File: src/design/midi_chord_segmenter_macros.svh
// Assertion macros shared by the chord segmenter RTL.
// Needs clk and arst_n in scope where a macro is used.
`ifndef MIDI_CHORD_SEGMENTER_MACROS_SVH
`define MIDI_CHORD_SEGMENTER_MACROS_SVH

// same-cycle implication, off while in reset
`define MCS_ASSERT_IMP(label, ante, cons, msg) \
	label: assert property (@(posedge clk) disable iff (!arst_n) (ante) |-> (cons)) \
		else $error(msg);

// next-cycle implication, off while in reset
`define MCS_ASSERT_NXT(label, ante, cons, msg) \
	label: assert property (@(posedge clk) disable iff (!arst_n) (ante) |=> (cons)) \
		else $error(msg);

`endif

File: src/design/mcs_pkg.sv
// Types, codes and constants of the MIDI chord segmenter.
// No dependencies; used by every module of the block.
`default_nettype none

package mcs_pkg;

	localparam int MAX_HELD    = 64;
	localparam int NOTE_W      = 7;
	localparam int NOTES       = 128;
	localparam int CNT_W       = 7;
	localparam int TIME_W      = 16;
	localparam int CHUNK_W     = 16;
	localparam int NCHUNK      = NOTES / CHUNK_W;
	localparam int CHUNK_IDX_W = $clog2(NCHUNK);
	localparam int BIT_IDX_W   = $clog2(CHUNK_W);
	localparam int QDEPTH      = 2;
	localparam int QPTR_W      = $clog2(QDEPTH);
	localparam int QCNT_W      = $clog2(QDEPTH + 1);
	localparam int APB_AW      = 3;
	localparam int APB_DW      = 32;

	localparam logic [1:0] MODE_NOTE  = 2'd0;
	localparam logic [1:0] MODE_TICK  = 2'd1;
	localparam logic [1:0] MODE_FLUSH = 2'd2;

	localparam logic [1:0] KIND_CHANGE = 2'd0;
	localparam logic [1:0] KIND_END    = 2'd1;
	localparam logic [1:0] KIND_FLUSH  = 2'd2;

	localparam logic [1:0] SEG_END     = 2'd0;
	localparam logic [1:0] SEG_START   = 2'd1;
	localparam logic [1:0] SEG_ONGOING = 2'd2;
	localparam logic [1:0] SEG_EXTEND  = 2'd3;

	localparam logic REG_WINDOW = 1'b0;
	localparam logic REG_EXTEND = 1'b1;

	localparam logic [TIME_W-1:0] WINDOW_RST = 16'd60;
	localparam logic [TIME_W-1:0] EXTEND_RST = 16'd30;

	typedef struct packed {
		logic [1:0]        mode;
		logic [NOTE_W-1:0] note;
		logic [NOTE_W-1:0] velocity;
	} in_t;

	typedef struct packed {
		logic [1:0]        kind;
		logic [1:0]        seg_state;
		logic [NOTE_W-1:0] held_note;
		logic              chord_empty;
		logic              flushed;
		logic              last;
	} out_t;

	// one listing job: header plus a snapshot of the held-note bitmap
	typedef struct packed {
		logic [1:0]       kind;
		logic [1:0]       seg_state;
		logic             flushed;
		logic [CNT_W-1:0] cnt;
		logic [NOTES-1:0] notes;
	} job_t;

	typedef struct packed {
		logic full;
		logic empty;
	} q_stat_t;

	// lowest set bit of a chunk
	function automatic logic [BIT_IDX_W-1:0] ffs_chunk(input logic [CHUNK_W-1:0] v);
		logic [BIT_IDX_W-1:0] idx;
		idx = '0;
		for (int i = CHUNK_W - 1; i >= 0; i--) begin
			if (v[i]) begin
				idx = i[BIT_IDX_W-1:0];
			end
		end
		return idx;
	endfunction

endpackage

`default_nettype wire

File: src/design/mcs_front.sv
// Front end: takes items, keeps the held-note bitmap, count and window timer,
// and pushes listing jobs. Depends on mcs_pkg.
`default_nettype none

module mcs_front
	import mcs_pkg::*;
(
	input  wire logic              clk,
	input  wire logic              arst_n,
	input  wire logic              accept,
	input  wire in_t               item,
	input  wire logic [TIME_W-1:0] window_ticks,
	input  wire logic [TIME_W-1:0] extension_ticks,
	output logic                   push,
	output job_t                   job
);

	logic [NOTES-1:0]  held_q, held_d;
	logic [CNT_W-1:0]  count_q, count_d;
	logic [TIME_W-1:0] win_q, win_d;
	logic              is_held;
	logic              room;
	logic              changed;
	logic [1:0]        seg;

	assign is_held = held_q[item.note];
	assign room    = count_q < CNT_W'(MAX_HELD);

	always_comb begin
		held_d      = held_q;
		count_d     = count_q;
		win_d       = win_q;
		changed     = 1'b0;
		seg         = SEG_END;
		push        = 1'b0;
		job.kind    = KIND_CHANGE;
		job.flushed = 1'b0;
		if (accept) begin
			case (item.mode)
				MODE_NOTE: begin
					if (item.velocity != '0) begin
						if (!is_held && room) begin
							held_d[item.note] = 1'b1;
							count_d           = count_q + CNT_W'(1);
							changed           = 1'b1;
						end
					end else if (is_held) begin
						held_d[item.note] = 1'b0;
						count_d           = count_q - CNT_W'(1);
						changed           = 1'b1;
					end
					if (changed) begin
						push = 1'b1;
						if (win_q != '0) begin
							if (win_q < extension_ticks) begin
								win_d = extension_ticks;
								seg   = SEG_EXTEND;
							end else begin
								seg = SEG_ONGOING;
							end
						end else begin
							win_d = window_ticks;
							seg   = SEG_START;
						end
					end
				end
				MODE_TICK: begin
					if (win_q != '0) begin
						win_d = win_q - TIME_W'(1);
						if (win_q == TIME_W'(1)) begin
							push     = 1'b1;
							job.kind = KIND_END;
						end
					end
				end
				MODE_FLUSH: begin
					held_d      = '0;
					count_d     = '0;
					win_d       = '0;
					push        = 1'b1;
					job.kind    = KIND_FLUSH;
					job.flushed = (count_q != '0);
				end
				default: begin
				end
			endcase
		end
		job.seg_state = seg;
		job.cnt       = count_d;
		job.notes     = held_d;
	end

	always_ff @(posedge clk or negedge arst_n) begin
		if (!arst_n) begin
			held_q  <= '0;
			count_q <= '0;
			win_q   <= '0;
		end else begin
			held_q  <= held_d;
			count_q <= count_d;
			win_q   <= win_d;
		end
	end

endmodule

`default_nettype wire

File: src/design/mcs_queue.sv
// Short job queue between front end and lister.
// Depends on mcs_pkg.
`default_nettype none

module mcs_queue
	import mcs_pkg::*;
(
	input  wire logic clk,
	input  wire logic arst_n,
	input  wire logic push,
	input  wire job_t wdata,
	input  wire logic pop,
	output job_t      rdata,
	output q_stat_t   stat
);

	job_t              mem_q [QDEPTH];
	logic [QPTR_W-1:0] wr_ptr_q;
	logic [QPTR_W-1:0] rd_ptr_q;
	logic [QCNT_W-1:0] cnt_q;
	logic              do_push;
	logic              do_pop;

	assign stat.full  = (cnt_q == QCNT_W'(QDEPTH));
	assign stat.empty = (cnt_q == '0);
	assign do_push    = push && !stat.full;
	assign do_pop     = pop && !stat.empty;
	assign rdata      = mem_q[rd_ptr_q];

	always_ff @(posedge clk) begin
		if (do_push) begin
			mem_q[wr_ptr_q] <= wdata;
		end
	end

	always_ff @(posedge clk or negedge arst_n) begin
		if (!arst_n) begin
			wr_ptr_q <= '0;
			rd_ptr_q <= '0;
			cnt_q    <= '0;
		end else begin
			if (do_push) begin
				wr_ptr_q <= wr_ptr_q + QPTR_W'(1);
			end
			if (do_pop) begin
				rd_ptr_q <= rd_ptr_q + QPTR_W'(1);
			end
			case ({do_push, do_pop})
				2'b10:   cnt_q <= cnt_q + QCNT_W'(1);
				2'b01:   cnt_q <= cnt_q - QCNT_W'(1);
				default: cnt_q <= cnt_q;
			endcase
		end
	end

endmodule

`default_nettype wire

File: src/design/mcs_back.sv
// Back end: pops jobs and lists held notes in ascending order, one word
// per hit, scanning the bitmap snapshot a 16-note chunk at a time. Depends on mcs_pkg.
`default_nettype none

module mcs_back
	import mcs_pkg::*;
(
	input  wire logic    clk,
	input  wire logic    arst_n,
	input  wire q_stat_t stat,
	input  wire job_t    job,
	output logic         pop,
	output logic         valid,
	output out_t         result
);

	typedef enum logic [1:0] {
		B_IDLE = 2'b01,
		B_SCAN = 2'b10
	} back_state_t;

	back_state_t            state_q;
	logic [NOTES-1:0]       scan_q;
	logic [CNT_W-1:0]       rem_q;
	logic [CHUNK_IDX_W-1:0] chunk_q;
	logic [1:0]             kind_q;
	logic [1:0]             seg_q;
	logic                   valid_q;
	out_t                   res_q;

	logic [NOTE_W-1:0]    base;
	logic [CHUNK_W-1:0]   chunk;
	logic                 hit;
	logic [BIT_IDX_W-1:0] bit_idx;
	logic [NOTE_W-1:0]    note_idx;

	assign base     = {chunk_q, {BIT_IDX_W{1'b0}}};
	assign chunk    = scan_q[base +: CHUNK_W];
	assign hit      = |chunk;
	assign bit_idx  = ffs_chunk(chunk);
	assign note_idx = {chunk_q, bit_idx};
	assign pop      = (state_q == B_IDLE) && !stat.empty;
	assign valid    = valid_q;
	assign result   = res_q;

	always_ff @(posedge clk or negedge arst_n) begin
		if (!arst_n) begin
			state_q <= B_IDLE;
			valid_q <= 1'b0;
		end else begin
			valid_q <= 1'b0;
			case (state_q)
				B_IDLE: begin
					if (pop) begin
						if (job.kind == KIND_FLUSH || job.cnt == '0) begin
							// single word: flush report or empty chord
							valid_q           <= 1'b1;
							res_q.kind        <= job.kind;
							res_q.seg_state   <= job.seg_state;
							res_q.held_note   <= '0;
							res_q.chord_empty <= 1'b1;
							res_q.flushed     <= job.flushed;
							res_q.last        <= 1'b1;
						end else begin
							scan_q  <= job.notes;
							rem_q   <= job.cnt;
							chunk_q <= '0;
							kind_q  <= job.kind;
							seg_q   <= job.seg_state;
							state_q <= B_SCAN;
						end
					end
				end
				B_SCAN: begin
					if (hit) begin
						valid_q           <= 1'b1;
						res_q.kind        <= kind_q;
						res_q.seg_state   <= seg_q;
						res_q.held_note   <= note_idx;
						res_q.chord_empty <= 1'b0;
						res_q.flushed     <= 1'b0;
						res_q.last        <= (rem_q == CNT_W'(1));
						scan_q[note_idx]  <= 1'b0;
						rem_q             <= rem_q - CNT_W'(1);
						if (rem_q == CNT_W'(1)) begin
							state_q <= B_IDLE;
						end
					end else begin
						chunk_q <= chunk_q + CHUNK_IDX_W'(1);
					end
				end
				default: begin
					state_q <= B_IDLE;
				end
			endcase
		end
	end

endmodule

`default_nettype wire

File: src/design/midi_chord_segmenter.sv
// Channel   | handshake                      | payload
// ----------+--------------------------------+-----------------------------
// config    | psel/penable/pwrite, pready=1  | paddr, pwdata, prdata
// item in   | start && !busy                 | item   (in_t)
// result    | valid, one cycle, no stall     | result (out_t)
//
// An item is taken while start is high and busy is low; the front end updates the
// note set and window timer at once and, if the set changes, the window ends or a
// flush comes, queues a listing job (2 entries). The lister pops a job when idle,
// then lists up to 64 notes, one word per hit, stepping past empty 16-note chunks.
// busy is high only while the job queue is full. Reset clears the note set,
// the window and the queue; config registers return to 60 and 30 ticks.
// Top level of the chord segmenter; depends on mcs_pkg, mcs_front, mcs_queue,
// mcs_back and the assertion macro header.
`default_nettype none
`include "midi_chord_segmenter_macros.svh"

module midi_chord_segmenter
	import mcs_pkg::*;
(
	input  wire logic              clk,
	input  wire logic              arst_n,
	input  wire logic              psel,
	input  wire logic              penable,
	input  wire logic              pwrite,
	input  wire logic [APB_AW-1:0] paddr,
	input  wire logic [APB_DW-1:0] pwdata,
	output logic      [APB_DW-1:0] prdata,
	output logic                   pready,
	input  wire logic              start,
	input  wire in_t               item,
	output logic                   busy,
	output logic                   valid,
	output out_t                   result
);

	logic [TIME_W-1:0] window_q;
	logic [TIME_W-1:0] extend_q;
	logic              cfg_wr;
	logic              reg_sel;
	logic              in_acc;
	logic              push;
	logic              pop;
	job_t              job_in;
	job_t              job_out;
	q_stat_t           q_stat;

	// registers sit at 4-byte steps; the low address bits do not decode
	assign reg_sel = paddr[APB_AW-1];
	assign cfg_wr  = psel && penable && pwrite && pready;
	assign pready  = 1'b1;

	always_comb begin
		case (reg_sel)
			REG_WINDOW: prdata = {{(APB_DW-TIME_W){1'b0}}, window_q};
			REG_EXTEND: prdata = {{(APB_DW-TIME_W){1'b0}}, extend_q};
			default:    prdata = '0;
		endcase
	end

	always_ff @(posedge clk or negedge arst_n) begin
		if (!arst_n) begin
			window_q <= WINDOW_RST;
			extend_q <= EXTEND_RST;
		end else if (cfg_wr) begin
			if (reg_sel == REG_WINDOW) begin
				window_q <= pwdata[TIME_W-1:0];
			end else begin
				extend_q <= pwdata[TIME_W-1:0];
			end
		end
	end

	assign busy   = q_stat.full;
	assign in_acc = start && !busy;

	mcs_front u_front (
		.clk             (clk),
		.arst_n          (arst_n),
		.accept          (in_acc),
		.item            (item),
		.window_ticks    (window_q),
		.extension_ticks (extend_q),
		.push            (push),
		.job             (job_in)
	);

	mcs_queue u_queue (
		.clk    (clk),
		.arst_n (arst_n),
		.push   (push),
		.wdata  (job_in),
		.pop    (pop),
		.rdata  (job_out),
		.stat   (q_stat)
	);

	mcs_back u_back (
		.clk    (clk),
		.arst_n (arst_n),
		.stat   (q_stat),
		.job    (job_out),
		.pop    (pop),
		.valid  (valid),
		.result (result)
	);

	`MCS_ASSERT_IMP(a_flush_single, valid && result.kind == KIND_FLUSH,
		result.last && result.chord_empty, "flush report must be a single empty word")
	`MCS_ASSERT_IMP(a_empty_is_last, valid && result.chord_empty, result.last,
		"empty chord word must close its list")
	`MCS_ASSERT_IMP(a_flushed_only_flush, valid && result.kind != KIND_FLUSH,
		!result.flushed && (result.kind != KIND_END || result.seg_state == SEG_END),
		"bad report header")
	`MCS_ASSERT_NXT(a_job_queued, in_acc && push, !q_stat.empty,
		"accepted job missing from queue")

endmodule

`default_nettype wire
File: config.mk
export PLATFORM = sky130hd
export DESIGN_NAME = midi_chord_segmenter
export DESIGN_NICKNAME = d
export VERILOG_FILES = /design/src/design/mcs_pkg.sv /design/src/design/mcs_front.sv /design/src/design/mcs_queue.sv /design/src/design/mcs_back.sv /design/src/design/midi_chord_segmenter.sv
export VERILOG_INCLUDE_DIRS = /design/src /design/src/design
export SDC_FILE = /design/constraint.sdc
export NUM_CORES = 1
export LEC_CHECK = 0
export ABC_AREA = 1
export BUFFER_PORTS_ARGS = -buffer_cell sky130_fd_sc_hd__buf_2
export CORE_MARGIN = 8
export CORE_UTILIZATION = 50
export CTS_CLUSTER_DIAMETER = 50
export DETAILED_ROUTE_END_ITERATION = 8
export GPL_TIMING_DRIVEN = 0
export PLACE_DENSITY = 0.66
export REMOVE_ABC_BUFFERS = 1
export SYNTH_ARGS = -nofsm -noshare
export SYNTH_HDL_FRONTEND = slang
export SYNTH_HIERARCHICAL = 1
export SYNTH_SLANG_ARGS = --single-unit
File: constraint.sdc
create_clock -name clk -period 19.1 [get_ports clk]
set_input_delay 3.82 -clock clk [delete_from_list [all_inputs] [get_ports clk]]
set_output_delay 3.82 -clock clk [all_outputs]
set_load 0.01 [all_outputs]
==> flow_summary.ini <==
[synth]
syn_area_per_cell_um2 = 8.119
netlist_top_cells_area = sky130_fd_sc_hd__edfxtp_1, sky130_fd_sc_hd__nand2_1, sky130_fd_sc_hd__dfrtp_1, sky130_fd_sc_hd__inv_1, sky130_fd_sc_hd__nor2_1
ys_ff_latch = 626
yosys_warnings = 6
post-synth-top-area-cell = sky130_fd_sc_hd__edfxtp_1
synth.yosys.seq_area_share_pct = 53.26
yosys.cell_types.count = 50
synthDominantCellAreaShare_pct = 39.04
syn_inst_count = 4130
post_synth_instance_area_um2 = 33530

[floorplan]
die_y_um = 275.0
placementRows = 95
floorplan.initialDensity_pct = 50.20
pin_count = 106
die_area_um2 = 75610
fp.dieW_um = 275.0
total_core_area_um2 = 66800

[sta]
timing_worst_slew_pin_value_ns = 1.506
setup-violations-final = 0
final_min_period_over_clock_period_pct = 47.13
timing.final.hold_violations = 0
max_slew_margin_pct = -0.5285
rsz0062_at_grt = false
finalMaxSlewViolations = 17
final.setup_skew_ns = 0.02757
achievable-frequency_ghz = 0.1111
period_minus_slack_ns = 9.002

[clock_network]
clk_transition_reported_paths_ns = 0.06
cts-root-to-sink-buffers = 3
postCtsResizedCells = 0
cts.hold.buffers_added = 0
cts.repair_timing.setup_buffer_count = 0
ctsRootBufferMaster = sky130_fd_sc_hd__clkbuf_16
worst_skew_pair.late_latency_ns = 0.62
clk_sink_count = 626
tritoncts = built
cts-buffers-inserted = 78
cts.htree.levels = 3

[global_routing]
vias_in_the_first_global_route = 26940
grt_antenna_before_repair = 3
groute.usage.overall_pct = 26.72
grt_pass1_wl_um = 157600
maximum_number_of_pins_on_one_net_before_global_route_repair = 112
grt_overflow = 0

[outcome]
run_status = finished with violations
violations_in_the_final_reports = capacitance limit, slew limit

[critical_path]
worstPathMaxFanout = 34
reg2regPathDepth = 20
crit_path_max_delay_family = buffers and inverters
timing.critical_path.slowest_cell_delay_ns = 0.50
timing.critical_path.required_ns = 15.28
worstSetupEndpointType = primary output
worstPathArrival_ns = 5.18
critPathSlowestCell = sky130_fd_sc_hd__buf_2
crit_cells = 5
timing.critical_path.buf_inv = 3
critPathKind = in2out
worstPathCellList = buf_2 > inv_2 > nand2_1 > nand2_1 > buf_2
start_kind = primary input

[placement]
postPlaceCellArea_um2 = 34850
numPortBuffers = 70
gp_congestion = 0.8891
dpl.hpwl_um = 60990

[finish]
layout-drive-gt1-share_pct = 7.514
mostFrequentLayoutCell = sky130_fd_sc_hd__nand2_1
layout.cell_area.non_filler_um2 = 37490
final_core_utilization_pct = 56.13
areaGrowthSynthToFinish_pct = 11.81
number_of_nets_in_the_final_layout = 4180
layout_common_cells = sky130_fd_sc_hd__nand2_1, sky130_fd_sc_hd__edfxtp_1, sky130_fd_sc_hd__inv_1, sky130_fd_sc_hd__nor2_1, sky130_fd_sc_hd__o21ai_0

[run]
max_capacitance_violation_total = 1

[route]
final_antenna_net_count = 0
detail_route.iter0.violations = 3155
detailedRoute.firstPassIterationCount = 8
drc_markers = 0
detail_route.wl_per_cell_um = 20.34
routed_via_density = 5.710
detail_route.wirelength_um = 102200
vias = 28700

[power_and_ir_drop]
vdd_drop_max_uv = 123.7
power-per-cell-area_nw_per_um2 = 147.1
power.leakage_uw = 0.01641

[worst_hold_path]
holdPathStages = 2
hold_path.class = reg2reg
[synth_stat cells (all sizes together)]
| cell | number |
|---|---|
| nand3 | 165 |
| clkinv | 2 |
| or4 | 1 |
| o2111a | 1 |
| o211ai | 4 |
| a41oi | 1 |
| nor4 | 7 |
| nand3b | 2 |
| and2 | 1 |
| dfstp | 9 |
| conb | 2 |
| o21ai | 264 |
| nor3 | 12 |
| and3 | 2 |
| a211oi | 1 |
| inv | 431 |
| nor2 | 365 |
| edfxtp | 436 |
| nand2 | 1564 |
| clkbuf | 105 |
| ha | 31 |
| nand4 | 83 |
| a22oi | 1 |
| o21bai | 1 |
| a31oi | 133 |
| dfrtp | 181 |
| xnor2 | 3 |
| xor2 | 6 |
| o22ai | 150 |
| a21o | 1 |
| or2 | 5 |
| a21oi | 17 |
| buf | 143 |
[sequential cells by signal (all words and copies together), names as in the netlist]
name,cells
u_front/win_q,16
u_back/seg_q,2
u_back/scan_q,128
u_queue/rd_ptr_q,1
u_queue/wr_ptr_q,1
u_back/kind_q,2
u_back/valid,1
u_front/held_q,128
u_back/chunk_q,3
u_queue/mem_q,280
u_front/count_q,7
u_back/rem_q,7
u_back/state_q,2
extend_q,16
u_back/result,14
window_q,16
u_queue/cnt_q,2
[where the power goes]
part | leakage, µW | internal, µW | switching (µW) | total [µW]
logic | 0.00850 | 558 | 1460 | 2010
registers | 0.00664 | 1820 | 166 | 1990
clock network | 0.00127 | 929 | 581 | 1510
total | 0.0164 | 3310 | 2200 | 5510
[metal layers]
metal  GRT usage (%)  part of all wire, %
met4           10.55                  3.7
met1           35.94                   41
met2           42.39                   46
met5               0                0.026
met3           5.335                   10
[tightest hold or removal path, delay by kind of cell, from the launching register on]
family / cells / cell delay (ns)
and+or+nand+nor: 2 / 0.10
DFF: 1 / 0.37
[final cells by class]
type,count,area (µm²)
tap,873,1092
clock inverter,36,457.9
clock buffer,104,2183
timing repair buffer,115,1400
antenna,1,2.502
multi-input combinational,2838,12840
fill,6016,29310
sequential,626,17860
inverter,433,1653
[cells by family after synthesis]
kind of cell	after synthesis	synth area share (%)
xor+xnor	9	0.2351
buf+inv	681	8.888
simple gates	2207	26.71
compound gates	574	9.731
fa+ha+maj	31	1.157
other cells	2	0.02240
flops	626	53.26
[final timing paths]
check | startpoint | to | slack [ns]
max | paddr[2] | prdata[7] | 10.10
min | window_q[2]$_DFFE_PN1P_ | window_q[2]$_DFFE_PN1P_ | 0.47
max reg2reg | u_back/chunk_q[0]$_SDFFCE_PN0P_ | u_back/scan_q[20]$_DFFE_PP_ | 13.66
min reg2reg | window_q[2]$_DFFE_PN1P_ | window_q[2]$_DFFE_PN1P_ | 0.47
max in group asynchronous | arst_n | u_queue/rd_ptr_q$_DFFE_PN0P_ | 14.71
min in group asynchronous | arst_n | u_front/held_q[110]$_DFF_PN0_ | 3.28
[through the flow]
step | worst slack (ns) | setup TNS, ns | hold slack [ns] | total power, µW | cells
after floorplan | 2.874 | 0 | 0.4417 | 3178 | 3897
after global routing | 9.848 | 0 | 0.5042 | 5797 | 5025
after CTS | 10.12 | 0 | 0.4751 | 5500 | 5025
final | 10.10 | 0 | 0.4725 | 5514 | 5026
after global placement | -9.425 | -1916.35 | 0.4610 | 3919 | 4840
after detailed placement | 9.735 | 0 | 0.4638 | 3984 | 4885
Note: power is estimated with default switching activity, not from simulation.
